**src/rtl/dfe_pkg.sv**
```systemverilog
// Shared types and constants for the DoP frame encoder.
package dfe_pkg;

  localparam int unsigned JobChW  = 5;
  localparam int unsigned JobPosW = 6;
  localparam int unsigned CfgIdxW = 1;

  localparam logic [7:0] MarkA = 8'h05;
  localparam logic [7:0] MarkB = 8'hFA;

  localparam logic [CfgIdxW-1:0] CfgChannelCount = 1'b0;
  localparam logic [CfgIdxW-1:0] CfgSilenceByte  = 1'b1;

  typedef enum logic [1:0] {
    KIND_DATA    = 2'd0,
    KIND_SILENCE = 2'd1,
    KIND_FLUSH   = 2'd2,
    KIND_RESTART = 2'd3
  } dfe_kind_e;

  typedef struct packed {
    dfe_kind_e   kind;
    logic [7:0]  data_byte;
  } dfe_in_t;

  typedef struct packed {
    logic [2:0]  channel;
    logic [23:0] dop_word;
    logic        last;
  } dfe_out_t;

  typedef struct packed {
    logic               bank;
    logic [JobPosW-1:0] fill;
    logic [JobChW-1:0]  ch;
    logic               mark;
    logic [7:0]         sil;
    logic               silent;
  } dfe_job_t;

endpackage

```
**src/rtl/dfe_frame_store.sv**
```systemverilog
// Double-banked frame byte memory: one write port, two registered read ports.
module dfe_frame_store #(
  parameter int unsigned AW = 5
) (
  input  logic          clk_i,
  input  logic          wr_en_i,
  input  logic [AW-1:0] wr_addr_i,
  input  logic [7:0]    wr_data_i,
  input  logic          rd_en_i,
  input  logic [AW-1:0] rd_addr_a_i,
  input  logic [AW-1:0] rd_addr_b_i,
  output logic [7:0]    rd_data_a_o,
  output logic [7:0]    rd_data_b_o
);

  logic [7:0] mem [2**AW];
  logic [7:0] rd_a_q;
  logic [7:0] rd_b_q;

  always_ff @(posedge clk_i) begin
    if (wr_en_i) begin
      mem[wr_addr_i] <= wr_data_i;
    end
  end

  always_ff @(posedge clk_i) begin
    if (rd_en_i) begin
      rd_a_q <= mem[rd_addr_a_i];
      rd_b_q <= mem[rd_addr_b_i];
    end
  end

  assign rd_data_a_o = rd_a_q;
  assign rd_data_b_o = rd_b_q;

endmodule

```
**src/rtl/dfe_frame_writer.sv**
```systemverilog
// Input side: configuration, fill count, bank, marker phase and frame job issue.
module dfe_frame_writer
  import dfe_pkg::*;
#(
  parameter int unsigned MAX_CHANNELS = 8
) (
  input  logic               clk_i,
  input  logic               rst_ni,
  input  logic               in_valid_i,
  output logic               in_stall_o,
  input  dfe_in_t            in_data_i,
  input  logic               cfg_valid_i,
  input  logic [CfgIdxW-1:0] cfg_index_i,
  input  logic [7:0]         cfg_data_i,
  input  logic               busy_i,
  output logic               wr_en_o,
  output logic [$clog2(2*MAX_CHANNELS):0] wr_addr_o,
  output logic [7:0]         wr_data_o,
  output logic               job_valid_o,
  output dfe_job_t           job_o
);

  localparam int unsigned FrameMax = 2 * MAX_CHANNELS;
  localparam int unsigned PosW     = $clog2(FrameMax);
  localparam int unsigned ChW      = $clog2(MAX_CHANNELS + 1);
  localparam int unsigned ResetCh  = (MAX_CHANNELS < 2) ? MAX_CHANNELS : 2;

  function automatic logic [ChW-1:0] clamp_ch(input logic [3:0] v);
    int unsigned vi;
    logic [ChW-1:0] r;
    vi = int'(v);
    if (vi == 0) begin
      r = ChW'(1);
    end else if (vi > MAX_CHANNELS) begin
      r = ChW'(MAX_CHANNELS);
    end else begin
      r = ChW'(vi);
    end
    return r;
  endfunction

  logic [PosW-1:0] fill_q, fill_d;
  logic [ChW-1:0]  ch_q, ch_d;
  logic [7:0]      sil_q, sil_d;
  logic            mark_q, mark_d;
  logic            bank_q, bank_d;

  logic [JobPosW-1:0] fill_inc;
  logic [JobPosW-1:0] frame_len;
  logic               complete;
  logic               produce;
  logic               accept;

  assign fill_inc  = JobPosW'(fill_q) + JobPosW'(1);
  assign frame_len = JobPosW'({ch_q, 1'b0});
  assign complete  = (fill_inc >= frame_len);

  always_comb begin
    case (in_data_i.kind)
      KIND_DATA:    produce = complete;
      KIND_SILENCE: produce = 1'b1;
      KIND_FLUSH:   produce = (fill_q != '0);
      default:      produce = 1'b0;
    endcase
  end

  assign in_stall_o = busy_i & produce;
  assign accept     = in_valid_i & ~in_stall_o;

  assign wr_en_o   = accept & (in_data_i.kind == KIND_DATA);
  assign wr_addr_o = {bank_q, fill_q};
  assign wr_data_o = in_data_i.data_byte;

  assign job_valid_o  = accept & produce;
  assign job_o.bank   = bank_q;
  assign job_o.fill   = (in_data_i.kind == KIND_DATA) ? frame_len : JobPosW'(fill_q);
  assign job_o.ch     = JobChW'(ch_q);
  assign job_o.mark   = mark_q;
  assign job_o.sil    = sil_q;
  assign job_o.silent = (in_data_i.kind == KIND_SILENCE);

  always_comb begin
    fill_d = fill_q;
    ch_d   = ch_q;
    sil_d  = sil_q;
    mark_d = mark_q;
    bank_d = bank_q;
    if (cfg_valid_i) begin
      if (cfg_index_i == CfgChannelCount) begin
        ch_d   = clamp_ch(cfg_data_i[3:0]);
        fill_d = '0;
      end else if (cfg_index_i == CfgSilenceByte) begin
        sil_d = cfg_data_i;
      end
    end
    if (accept) begin
      case (in_data_i.kind)
        KIND_DATA: begin
          if (complete) begin
            fill_d = '0;
            bank_d = ~bank_q;
            mark_d = ~mark_q;
          end else begin
            fill_d = fill_inc[PosW-1:0];
          end
        end
        KIND_SILENCE: begin
          mark_d = ~mark_q;
        end
        KIND_FLUSH: begin
          if (produce) begin
            fill_d = '0;
            bank_d = ~bank_q;
            mark_d = ~mark_q;
          end
        end
        default: begin
          fill_d = '0;
          mark_d = 1'b0;
        end
      endcase
    end
  end

  always_ff @(posedge clk_i or negedge rst_ni) begin
    if (!rst_ni) begin
      fill_q <= '0;
      ch_q   <= ChW'(ResetCh);
      sil_q  <= 8'd105;
      mark_q <= 1'b0;
      bank_q <= 1'b0;
    end else begin
      fill_q <= fill_d;
      ch_q   <= ch_d;
      sil_q  <= sil_d;
      mark_q <= mark_d;
      bank_q <= bank_d;
    end
  end

endmodule

```
**src/rtl/dfe_word_emitter.sv**
```systemverilog
// Output side: walks a frame job, reads early and late bytes, forms DoP words.
module dfe_word_emitter
  import dfe_pkg::*;
#(
  parameter int unsigned MAX_CHANNELS = 8
) (
  input  logic     clk_i,
  input  logic     rst_ni,
  input  logic     job_valid_i,
  input  dfe_job_t job_i,
  output logic     busy_o,
  output logic     rd_en_o,
  output logic [$clog2(2*MAX_CHANNELS):0] rd_addr_a_o,
  output logic [$clog2(2*MAX_CHANNELS):0] rd_addr_b_o,
  input  logic [7:0] rd_data_a_i,
  input  logic [7:0] rd_data_b_i,
  output logic     out_valid_o,
  input  logic     out_stall_i,
  output dfe_out_t out_data_o
);

  localparam int unsigned PosW  = $clog2(2 * MAX_CHANNELS);
  localparam int unsigned CIdxW = (MAX_CHANNELS > 1) ? $clog2(MAX_CHANNELS) : 1;

  logic             active_q, active_d;
  dfe_job_t         job_q, job_d;
  logic [CIdxW-1:0] c_q, c_d;

  logic             s2_valid_q, s2_valid_d;
  logic [2:0]       s2_channel_q;
  logic             s2_mark_q;
  logic             s2_last_q;
  logic             s2_early_buf_q;
  logic             s2_late_buf_q;
  logic [7:0]       s2_sil_q;

  logic [JobPosW-1:0] c_pos;
  logic [JobPosW-1:0] late_pos;
  logic               last;
  logic               early_buf;
  logic               late_buf;
  logic               advance;

  assign c_pos     = JobPosW'(c_q);
  assign late_pos  = JobPosW'(job_q.ch) + c_pos;
  assign last      = ((c_pos + JobPosW'(1)) == JobPosW'(job_q.ch));
  assign early_buf = ~job_q.silent & (c_pos < job_q.fill);
  assign late_buf  = ~job_q.silent & (late_pos < job_q.fill);
  assign advance   = active_q & (~s2_valid_q | ~out_stall_i);

  assign busy_o      = active_q;
  assign rd_en_o     = advance;
  assign rd_addr_a_o = {job_q.bank, c_pos[PosW-1:0]};
  assign rd_addr_b_o = {job_q.bank, late_pos[PosW-1:0]};

  always_comb begin
    active_d = active_q;
    job_d    = job_q;
    c_d      = c_q;
    if (advance) begin
      if (last) begin
        active_d = 1'b0;
        c_d      = '0;
      end else begin
        c_d = c_q + CIdxW'(1);
      end
    end else if (!active_q && job_valid_i) begin
      active_d = 1'b1;
      job_d    = job_i;
      c_d      = '0;
    end
  end

  always_comb begin
    s2_valid_d = s2_valid_q;
    if (advance) begin
      s2_valid_d = 1'b1;
    end else if (!out_stall_i) begin
      s2_valid_d = 1'b0;
    end
  end

  always_ff @(posedge clk_i or negedge rst_ni) begin
    if (!rst_ni) begin
      active_q   <= 1'b0;
      c_q        <= '0;
      s2_valid_q <= 1'b0;
    end else begin
      active_q   <= active_d;
      c_q        <= c_d;
      s2_valid_q <= s2_valid_d;
    end
  end

  always_ff @(posedge clk_i) begin
    job_q <= job_d;
    if (advance) begin
      s2_channel_q   <= c_pos[2:0];
      s2_mark_q      <= job_q.mark;
      s2_last_q      <= last;
      s2_early_buf_q <= early_buf;
      s2_late_buf_q  <= late_buf;
      s2_sil_q       <= job_q.sil;
    end
  end

  assign out_valid_o         = s2_valid_q;
  assign out_data_o.channel  = s2_channel_q;
  assign out_data_o.last     = s2_last_q;
  assign out_data_o.dop_word = {s2_mark_q ? MarkB : MarkA,
                                s2_early_buf_q ? rd_data_a_i : s2_sil_q,
                                s2_late_buf_q ? rd_data_b_i : s2_sil_q};

endmodule

```
**src/rtl/dop_frame_encoder_core.sv**
```systemverilog
// Top level of the DoP frame encoder: writer, frame memory and word emitter.
//
//  channel  direction  handshake            payload
//  in       input      in_valid / in_stall  dfe_in_t  (kind, data_byte)
//  out      output     out_valid/out_stall  dfe_out_t (channel, dop_word, last)
//  cfg      input      cfg_valid/cfg_ready  cfg_index, cfg_data
//
//  One input transfer per cycle; a frame leaves as one word per cycle while out_stall is
//  low, after the emitter registers the job and then registers each frame memory read.
//  Frames alternate between two memory banks, so bytes of the next frame keep flowing.
//  Input stalls only on a transfer that emits a frame (a closing data byte, a silence or
//  a non-empty flush) while the previous one is still being read out. Reset clears fill
//  count, marker phase and control; the memory needs no clearing.
module dop_frame_encoder_core
  import dfe_pkg::*;
#(
  parameter int unsigned MAX_CHANNELS = 8
) (
  input  logic               clk_i,
  input  logic               rst_ni,
  input  logic               in_valid_i,
  output logic               in_stall_o,
  input  dfe_in_t            in_data_i,
  output logic               out_valid_o,
  input  logic               out_stall_i,
  output dfe_out_t           out_data_o,
  input  logic               cfg_valid_i,
  output logic               cfg_ready_o,
  input  logic [CfgIdxW-1:0] cfg_index_i,
  input  logic [7:0]         cfg_data_i
);

  localparam int unsigned AW = $clog2(2 * MAX_CHANNELS) + 1;

  logic          busy;
  logic          wr_en;
  logic [AW-1:0] wr_addr;
  logic [7:0]    wr_data;
  logic          job_valid;
  dfe_job_t      job;
  logic          rd_en;
  logic [AW-1:0] rd_addr_a;
  logic [AW-1:0] rd_addr_b;
  logic [7:0]    rd_data_a;
  logic [7:0]    rd_data_b;

  assign cfg_ready_o = 1'b1;

  dfe_frame_writer #(
    .MAX_CHANNELS(MAX_CHANNELS)
  ) u_writer (
    .clk_i      (clk_i),
    .rst_ni     (rst_ni),
    .in_valid_i (in_valid_i),
    .in_stall_o (in_stall_o),
    .in_data_i  (in_data_i),
    .cfg_valid_i(cfg_valid_i),
    .cfg_index_i(cfg_index_i),
    .cfg_data_i (cfg_data_i),
    .busy_i     (busy),
    .wr_en_o    (wr_en),
    .wr_addr_o  (wr_addr),
    .wr_data_o  (wr_data),
    .job_valid_o(job_valid),
    .job_o      (job)
  );

  dfe_frame_store #(
    .AW(AW)
  ) u_store (
    .clk_i      (clk_i),
    .wr_en_i    (wr_en),
    .wr_addr_i  (wr_addr),
    .wr_data_i  (wr_data),
    .rd_en_i    (rd_en),
    .rd_addr_a_i(rd_addr_a),
    .rd_addr_b_i(rd_addr_b),
    .rd_data_a_o(rd_data_a),
    .rd_data_b_o(rd_data_b)
  );

  dfe_word_emitter #(
    .MAX_CHANNELS(MAX_CHANNELS)
  ) u_emitter (
    .clk_i      (clk_i),
    .rst_ni     (rst_ni),
    .job_valid_i(job_valid),
    .job_i      (job),
    .busy_o     (busy),
    .rd_en_o    (rd_en),
    .rd_addr_a_o(rd_addr_a),
    .rd_addr_b_o(rd_addr_b),
    .rd_data_a_i(rd_data_a),
    .rd_data_b_i(rd_data_b),
    .out_valid_o(out_valid_o),
    .out_stall_i(out_stall_i),
    .out_data_o (out_data_o)
  );

endmodule

```
**config.mk**
```make
export PLATFORM = sky130hd
export DESIGN_NAME = dop_frame_encoder_core
export DESIGN_NICKNAME = d
export VERILOG_FILES = /design/src/rtl/dfe_pkg.sv /design/src/rtl/dfe_frame_store.sv /design/src/rtl/dfe_frame_writer.sv /design/src/rtl/dfe_word_emitter.sv /design/src/rtl/dop_frame_encoder_core.sv
export SDC_FILE = /design/constraint.sdc
export NUM_CORES = 1
export LEC_CHECK = 0
export CAP_MARGIN = 10
export CORE_MARGIN = 4
export CORE_UTILIZATION = 35
export CTS_CLUSTER_DIAMETER = 40
export DETAILED_ROUTE_END_ITERATION = 16
export DONT_BUFFER_PORTS = 1
export REMOVE_ABC_BUFFERS = 1
export SLEW_MARGIN = 5
export SYNTH_ARGS = -nofsm -noshare
export SYNTH_HDL_FRONTEND = slang
export SYNTH_SLANG_ARGS = --single-unit
export TNS_END_PERCENT = 1
```
**constraint.sdc**
```tcl
create_clock -name clk_i -period 3.6 [get_ports clk_i]
set_input_delay 0.54 -clock clk_i [delete_from_list [all_inputs] [get_ports clk_i]]
set_output_delay 0.54 -clock clk_i [all_outputs]
set_load 0.02 [all_outputs]
```
==> results.yml, run 1 <==
drt:
  antenna_left: 0
  dr.pass1.iters: 5
  drt_wl_total_um: 33900
  drt_drc_violations_left: 0
  vias_per_cell: 5.46
  wl_per_cell_um: 25.1
  first_iter_violations: 661
  vias: 7367
floorplanning:
  start_util_pct: 35.4
  fp.coreArea_um2: 40800
  die_x_um: 211
  fp-row-count: 74
  die_y_um: 211
  dieArea_um2: 44600
  top_level_ports: 55
grt:
  grtUsageTotal_pct: 15.1
  grt_pass1_vias: 7511
  antenna_found_initial: 4
  grt_pass1_wl_um: 50200
  grt.overflow.total: 0
  grt_max_degree: 39
flow_run:
  cap_violations: 0
sta:
  rsz0062_at_grt: "false"
  hold_violations: 0
  final.setup.tns_ns: 0
  fin_crit_sh_pct: 92.7
  final.min_clock_period_ns: 3.34
  timing.fmax_ghz: 0.300
  finalHoldWorstSlack_ns: 0.113
  maxSlewViolCount: 0
  slew_headroom_pct: 43.9
  finalClockSkew_ns: 0.0183
  tightest_slew_ns: 0.836
  layout_setup_ws_ns: 0.262
  setup_violations: 0
cts:
  postCtsHoldBufs: 2
  cts_tree: "yes"
  clkLatencyLatePin_ns: 0.52
  cts_resized: 0
  cts.sinks: 330
  h-tree-depth: 2
  cts_root_buffer: "clkbuf_16"
  numCtsBuffers: 42
  post-cts-setup-buffers: 0
  cts_buffer_depth: 3
  clk_pin_slew_ns: 0.06
worst_setup_path:
  crit_path_end_kind: "output pin"
  required_ns: 3.06
  slowest_stage: "dfrtp_1"
  crit_arrival_ns: 2.80
  criticalPathCategory: "flip-flop to output pin"
  max_stage_delay_ns: 0.44
  start_kind: "flip-flop"
  cpMostUsedCell: "ha_1"
  path_max_fanout: 6
  crit_path_cell_trace: "ha_1, nor2b_1, or2_2, ha_1, o211ai_1, a31oi_1, o211ai_2, inv_1"
outcome:
  status: "completed"
place:
  place_ws_ns: 0.419
  hpwl_um: 21800
  finalWeightedCongestion: 0.786
  numPortBuffers: 0
synth:
  yosys_most_used_dff: "edfxtp_1"
  syn_area_um2: 14400
  synth.distinct_cells: 54
  avgSynthCellArea_um2: 19.8
  yosysWarnings: 0
  syn-instance-count: 729
  synth_edf_count: 307
  ys_ff_latch: 330
  ys_async_sr_fraction_pct: 6.97
  yosysSeqAreaShare_pct: 67.9
hold_path:
  min_path_type: "primary input to flip-flop"
pwr:
  total_power_w: 0.0135
  peakVddDrop_mv: 0.413
  leakage_nw: 5.68
  power_density_nw_per_um2: 802
cells_and_area:
  diodes: 0
  layout-drive-gt1-share_pct: 31.9
  num-nets-final: 828
  area_delta_synth_final_pct: 16.5
  final_common_cell: "edfxtp_1"
  most-common-layout-cells: "edfxtp_1 (307), mux4_2 (77), buf_4 (51)"
  fin_util_pct: 41.2
## final timing paths
path                       depth (start not counted)                    end  slack (ns)               start
setup / recovery                                   8             in_stall_o        0.26  u_writer.fill_q[0]
hold / removal                                     0     u_store.mem[31][5]        0.11        in_data_i[5]
setup reg to reg                                  11      u_store.mem[1][1]        0.43  u_writer.fill_q[0]
hold reg to reg                                    0  u_emitter.s2_sil_q[4]        0.42  u_emitter.job_q[5]
max in group asynchronous                          2       u_writer.ch_q[1]        2.90              rst_ni
min in group asynchronous                          2      u_writer.sil_q[2]        0.47              rst_ni
## routing by layer
metal | global-route usage, % | up-vias | wire (um)
met3 | 4.57 | 56 | 3060
met2 | 23.1 | 286 | 15600
li1 | - | 3144 | -
met1 | 21.4 | 3875 | 14500
met4 | 3.78 | 6 | 723
met5 | 0 | - | 40
## where the power goes
group / switching, W / internal, W / total [W]
logic: 0.00217 / 0.00190 / 0.00407
registers: 0.000267 / 0.00455 / 0.00482
clock network: 0.00161 / 0.00300 / 0.00461
total: 0.00405 / 0.00945 / 0.0135
## flip-flops by register name, summed over array words and instances (netlist names), 4 cells and up
register             flops
u_emitter.job_q         19
u_emitter.s2_sil_q       8
u_store.mem            256
u_store.rd_data_a_o      8
u_store.rd_data_b_o      8
u_writer.ch_q            4
u_writer.fill_q          4
u_writer.sil_q           8
## layout make-up
cell class / count / area (um^2)
Clock buffer: 45 / 1080
Clock inverter: 32 / 480
Fill cell: 3556 / 24000
Inverter: 20 / 75.1
Multi-Input combinational cell: 336 / 4270
Sequential cell: 330 / 9800
Tap cell: 532 / 666
Timing Repair Buffer: 55 / 453
## metrics by stage
| stage | std cells | area, um^2 |
|---|---|---|
| finish | 1350 | 16800 |
| global route | 1350 | 16800 |
| CTS | 1350 | 16800 |
| detailed placement | 1271 | 15200 |
| global placement | 1271 | 15200 |
| floorplan | 686 | 14100 |
## worst max-delay path, delay by kind of cell (launching register included)
kind	cells	cell delay (ns)
adders and majority gates	2	0.55
buffers and inverters	1	0.21
DFF	1	0.44
and+or+nand+nor	2	0.45
AOI/OAI and AO/OA	3	0.65
## cell families after synthesis
group / synth area share [%]
AOI/OAI and AO/OA: 2.31
adders and majority gates: 1.70
other: 0.0260
xor gates and xnor gates: 0.477
and+or+nand+nor: 3.36
buffers and inverters: 2.78
muxes: 21.5
DFF: 67.9
## synthesized netlist by cell type, types with 4 or more instances
cell,number,area share [%]
buf_4,10,0.52
a221oi_1,7,0.42
edfxtp_1,307,64
dfstp_2,5,0.91
inv_1,20,0.52
mux2_2,40,3.1
dfrtp_1,18,3.1
clkbuf_1,12,0.31
mux2_1,4,0.31
nor3_1,5,0.17
a21oi_1,5,0.17
nand2_1,14,0.36
nand4_1,5,0.22
nand3b_1,5,0.26
buf_2,7,0.24
nor2_1,41,1.1
ha_1,18,1.6
o21ai_0,8,0.28
xnor2_1,4,0.24
o22ai_1,8,0.35
nand3_1,9,0.31
mux2i_1,16,1.1
buf_6,7,0.55
a21o_1,5,0.26
mux4_1,27,4.9
mux4_2,77,12
Power figures use the tool's default switching activity.
==> inputs of run 2 (changes only) <==
--- a/config.mk
+++ b/config.mk
@@ -6,12 +6,14 @@
 export NUM_CORES = 1
 export LEC_CHECK = 0
 export CAP_MARGIN = 10
+export CELL_PAD_IN_SITES_DETAIL_PLACEMENT = 1
+export CELL_PAD_IN_SITES_GLOBAL_PLACEMENT = 1
 export CORE_MARGIN = 4
 export CORE_UTILIZATION = 35
 export CTS_CLUSTER_DIAMETER = 40
 export DETAILED_ROUTE_END_ITERATION = 16
 export DONT_BUFFER_PORTS = 1
-export REMOVE_ABC_BUFFERS = 1
+export PLACE_DENSITY_LB_ADDON = 0.1
 export SLEW_MARGIN = 5
 export SYNTH_ARGS = -nofsm -noshare
 export SYNTH_HDL_FRONTEND = slang
==> run 2 against run 1 <==
  * Combinational power rose by 4%
  * Critical endpoint is now u_store.mem[17][1]
  * Clock-buffer cell count rose by 11
  * Worst hold slack got worse by 0.047 ns
  * Sequential power fell by 1%
  * Sequential share of layout area fell by 0.50 points
  * Via count fell by 0.34%
  * Register-to-register slack got worse by 0.21 ns
  * Critical path depth rose by 3
  * Final cell count rose by 0.67%
  * Cell area rose by 0.88%
  * Clock power rose by 8.9%
  * Sequential cell count did not move
==> results.yml, run 2 (same netlist as run 1, synthesis figures left out) <==
outcome:
  status: "completed"
cts:
  cts_root_buffer: "clkbuf_16"
  h-tree-depth: 2
  cts.sinks: 330
  cts_tree: "yes"
  clkLatencyLatePin_ns: 0.58
  cts_buffer_depth: 3
  numCtsBuffers: 51
  clk_pin_slew_ns: 0.06
sta:
  hold_violations: 0
  rsz0062_at_grt: "false"
  layout_setup_ws_ns: 0.223
  final.min_clock_period_ns: 3.38
  finalClockSkew_ns: 0.0227
  fin_crit_sh_pct: 93.8
  final.setup.tns_ns: 0
  tightest_slew_ns: 1.07
  setup_violations: 0
  timing.fmax_ghz: 0.296
  slew_headroom_pct: 28.4
  maxSlewViolCount: 0
flow_run:
  cap_violations: 0
worst_setup_path:
  ff2ff_setup_slack_ns: 0.22
  start_kind: "flip-flop"
  crit_path_end_kind: "flip-flop"
  crit_arrival_ns: 3.65
  r2r-end: "u_store.mem[17][1]"
  cp-startpoint: "u_writer.fill_q[0]"
  path_max_fanout: 8
  criticalPathCategory: "flip-flop to flip-flop"
  rr_startpoint: "u_writer.fill_q[0]"
  reg2reg_depth: 11
  required_ns: 3.87
cells_and_area:
  regMostFlops: "u_store.mem"
  largest_reg_flops: 256
  num-nets-final: 827
  layout-drive-gt1-share_pct: 32.3
  area_delta_synth_final_pct: 17.6
  fillers: 3836
  largestRegisters: "u_store.mem (256), u_emitter.job_q (19)"
  regArea_um2: 9800
  fin_cells: 1359
  multi_input_area_um2: 4270
  most-common-layout-cells: "edfxtp_1 (307), mux4_2 (77), clkbuf_16 (53)"
  final_common_cell: "edfxtp_1"
pwr:
  switching_share_pct: 31.1
  p_seq_share_pct: 34.0
  power_density_nw_per_um2: 826
  leakage_nw: 5.74
  clock_power_share_pct: 35.8
  switchingPower_w: 0.00437
  power_frac_comb_pct: 30.2
  peakVddDrop_mv: 0.502
  p_int_w: 0.00966
grt:
  grt_max_degree: 66
  grtUsageTotal_pct: 17.3
  grt.overflow.total: 0
  grt_pass1_wl_um: 56400
  grt_pass1_vias: 7897
  antenna_found_initial: 0
place:
  dp_cells: 1261
  numPortBuffers: 0
  hpwl_um: 24800
  finalWeightedCongestion: 0.801
  place_ws_ns: 0.0361
floorplanning:
  fp-row-count: 74
  dieArea_um2: 44600
  top_level_ports: 55
  die_y_um: 211
  fp.coreArea_um2: 40800
  start_util_pct: 35.4
  die_x_um: 211
hold_path:
  hold_depth: 0
  hold_start: "in_data_i[5]"
  min_to: "u_store.mem[15][5]"
  min_path_type: "primary input to flip-flop"
drt:
  drt_drc_violations_left: 0
  antenna_left: 0
  first_iter_violations: 576
  vias: 7342
  vias_per_cell: 5.40
  drt_wl_total_um: 38300
  wl_per_cell_um: 28.2
  dr.pass1.iters: 5
synth:
  syn_nets: 772
run 2: changes by cell type in the layout (fill, tap and decap cells not counted), sizes merged:
cell	previous run	this run
clkbuf	45	56
buf	54	44
clkinv	12	21
bufinv	11	7
inv	26	28
diode	0	1
run 2: stage by stage:
stage	cell area (um^2)	util (%)	power, W	hold slack (ns)
6_report	17000	41.6	0.0140	0.0658
3_3_place_gp	15200	37.1	0.00910	0.245
4_1_cts	17000	41.5	0.0142	0.0243
5_1_grt	17000	41.6	0.0146	0.0256
2_1_floorplan	14400	-	0.00792	0.244
3_5_place_dp	15200	37.1	0.00913	0.245
run 2: layer usage:
| metal | vias up | track usage [%] | share of wire (%) |
|---|---|---|---|
| met5 | - | 0 | 0 |
| met4 | 0 | 3.49 | 1.5 |
| met3 | 44 | 3.83 | 4.9 |
| met2 | 196 | 28.2 | 49 |
| met1 | 3960 | 24.3 | 45 |
| li1 | 3142 | - | - |
run 2: cell type report:
cell class,count,area share (%)
Sequential cell,330,57.8
Multi-Input combinational cell,336,25.2
Clock buffer,56,7.88
Tap cell,532,3.92
Clock inverter,39,2.48
Timing Repair Buffer,45,2.34
Inverter,20,0.442
Antenna cell,1,0.0147
run 2: how the worst max path moves through the flow:
stage                               endpoint  cells past startpoint
after floorplan           u_store.mem[10][0]                      9
after global placement     u_store.mem[9][5]                      9
after detailed placement   u_store.mem[9][5]                      9
after CTS                  u_store.mem[9][3]                      9
after global routing      u_store.mem[17][2]                     11
final                     u_store.mem[17][1]                     11
run 2: critical path, cell delays in order (launching register included):
cell	delay, ns
dfrtp_2	0.44
ha_2	0.22
nor2b_1	0.14
or2_2	0.30
ha_1	0.28
o211ai_1	0.18
a31oi_1	0.11
o211ai_2	0.34
nand4_1	0.45
buf_6	0.30
nor2_1	0.11
buf_4	0.19
run 2: power by group through the flow:
stage / registers (W) / logic, W / clock network, W
after floorplan: 0.00472 / 0.00319 / 0
after global placement: 0.00484 / 0.00426 / 0
after detailed placement: 0.00485 / 0.00428 / 0
after CTS: 0.00478 / 0.00433 / 0.00515
after global routing: 0.00479 / 0.00449 / 0.00535
final: 0.00476 / 0.00424 / 0.00502
run 2: timing repair:
action                                  in CTS  in global routing
endpoints found under the setup margin       0                 57
hold buffers                                 2                  0
resized for setup                            0                  7
endpoints found under the hold margin       23                  0
setup buffers                                0                  0
==> inputs of run 3 (changes only) <==
==> constraint.sdc (replaced) <==
create_clock -name clk_i -period 3.6 [get_ports clk_i]
set_input_delay 0.54 -clock clk_i [delete_from_list [all_inputs] [get_ports clk_i]]
set_output_delay 0.54 -clock clk_i [all_outputs]
set_load 0.005 [all_outputs]
==> run 3 against run 2 <==
  * Non-clock buffer count grew 3
  * Cell area shrank 0.39%
  * Clock-buffer cell count fell by 3
  * Sequential cell count did not move
  * Via count fell by 0.27%
  * Sequential power about the same
  * Utilization down 0.16 points
  * First-iteration DRC count decreased by 11%
  * Combinational power decreased by 3%
  * Clock power is 3% lower
  * Maximum frequency fell by 2.5%
  * Power fell by 2.1%
  * Largest cell class unchanged
==> results.yml, run 3 (same netlist as run 1, synthesis figures left out) <==
grt:
  grtUsageTotal_pct: 17.6
  grt.overflow.total: 0
  antenna_found_initial: 0
  grt_max_degree: 47
  grt_pass1_wl_um: 57300
  grt_pass1_vias: 7988
drt:
  highest_layer: "met4"
  wl_met2_um: 19200
  first_iter_violations: 515
  drt_wl_total_um: 38700
  met1_length_um: 17100
  vias_per_cell: 5.41
  wl_per_cell_um: 28.6
  vias: 7322
  dr.pass1.iters: 4
  route.met3.wl_um: 1860
  drt_drc_violations_left: 0
  antenna_left: 0
worst_setup_path:
  cp_num_buf_inv: 0
  rr_startpoint: "u_writer.fill_q[0]"
  critical_path.top_delay_family: "simple AND/OR/NAND/NOR gates"
  required_ns: 3.78
  start_kind: "flip-flop"
  crit_path_cell_trace: "ha_1, nor2b_1, or2_2, ha_1, o211ai_1, a31oi_1, o211ai_2, nand4_1, nor2_1"
  criticalPathCategory: "flip-flop to flip-flop"
  cp-startpoint: "u_writer.fill_q[0]"
  crit_arrival_ns: 3.65
  path_max_fanout: 8
  cpMostUsedCell: "ha_1"
  max_stage_delay_ns: 0.64
  crit_path_end_kind: "flip-flop"
  slowest_stage: "nor2_1"
cells_and_area:
  most-common-layout-cells: "edfxtp_1 (307), mux4_2 (77), clkbuf_16 (49)"
  fillers: 3847
  area_delta_synth_final_pct: 17.1
  largest_reg_flops: 256
  regMostFlops: "u_store.mem"
  layout-drive-gt1-share_pct: 32.2
  diodes: 0
  num-nets-final: 826
  multi_input_area_um2: 4270
  largestRegisters: "u_store.mem (256), u_emitter.job_q (19)"
  final_common_cell: "edfxtp_1"
  regArea_um2: 9800
cts:
  cts_buffer_depth: 3
  cts.sinks: 330
  clk_pin_slew_ns: 0.06
  cts_root_buffer: "clkbuf_16"
  clkLatencyLatePin_ns: 0.55
  cts_tree: "yes"
  h-tree-depth: 2
  numCtsBuffers: 47
pwr:
  total_power_w: 0.0137
  power_density_nw_per_um2: 812
  peakVddDrop_mv: 0.302
  leakage_nw: 5.72
sta:
  final.setup.tns_ns: 0
  tightest_slew_ns: 1.17
  fin_crit_sh_pct: 96.2
  rsz0062_at_grt: "true"
  timing.fmax_ghz: 0.289
  slew_headroom_pct: 21.4
  maxSlewViolCount: 0
  layout_setup_ws_ns: 0.135
  setup_violations: 0
  final.min_clock_period_ns: 3.46
  finalClockSkew_ns: 0.0128
  hold_violations: 0
  finalHoldWorstSlack_ns: 0.0858
floorplanning:
  fp-row-count: 74
  fp.coreArea_um2: 40800
  die_x_um: 211
  top_level_ports: 55
  die_y_um: 211
  start_util_pct: 35.4
  dieArea_um2: 44600
place:
  numPortBuffers: 0
  hpwl_um: 25800
  place_ws_ns: 0.0422
  finalWeightedCongestion: 0.823
hold_path:
  hold_start: "in_data_i[4]"
  min_path_type: "primary input to flip-flop"
flow_run:
  cap_violations: 0
outcome:
  status: "completed"
synth:
  syn_nets: 772
[run 3: cell types whose count changed in the layout (fill, tap and decap cells not counted), sizes merged]
cell / delta
clkinv: -8
buf: +3
clkbuf: -3
inv: +3
diode: -1
[run 3: timing repair]
item	in CTS	in global routing
setup buffers	0	0
gates resized for setup	0	1
endpoints found under the setup margin	0	90
hold endpoints to repair	23	0
hold buffers	2	0
[run 3: final cells by class]
cell class / count / share of cell area, %
flip-flops and latches: 330 / 58.0
multi-input cells: 336 / 25.2
clock buffers: 53 / 7.40
well taps: 532 / 3.94
clock inverters: 34 / 2.58
repair buffers: 48 / 2.44
inverters: 20 / 0.444
[run 3: worst register-to-register path, cell delays in order, from the launching register on]
cell and delay (ns):
dfrtp_1 0.44, ha_1 0.27, nor2b_1 0.15, or2_2 0.30, ha_1 0.27, o211ai_1 0.17
a31oi_1 0.11, o211ai_2 0.33, nand4_1 0.40, nor2_1 0.64
[run 3: per-stage QoR]
step           cell area, um^2  utilization [%]  cells
5_1_grt                  16900             41.4   1353
6_report                 16900             41.4   1353
4_1_cts                  16900             41.4   1353
3_3_place_gp             15200             37.2   1264
3_5_place_dp             15200             37.2   1264
2_1_floorplan            14400                -    729
[run 3: power by group]
group / switching (W) / total [W] / internal [W]
sequential: 0.000216 / 0.00477 / 0.00455
clock: 0.00180 / 0.00486 / 0.00306
combinational: 0.00215 / 0.00410 / 0.00194
total: 0.00417 / 0.0137 / 0.00956
[run 3: path summary, 6_finish.rpt]
path / endpoint / slack [ns] / cells past startpoint
min in group asynchronous: u_writer.fill_q[2] / 0.49 / 2
max in group asynchronous: u_writer.sil_q[0] / 2.88 / 2
hold reg to reg: u_emitter.s2_sil_q[0] / 0.42 / 0
hold / removal: u_store.mem[24][4] / 0.09 / 0
setup / recovery: u_store.mem[9][5] / 0.14 / 9
setup reg to reg: u_store.mem[9][5] / 0.14 / 9
[run 3: routing by layer]
metal,vias to the layer above,GRT usage [%]
met1,3936,24.5
li1,3140,-
met4,0,3.71
met2,201,29.1
met5,-,0
met3,45,3.22
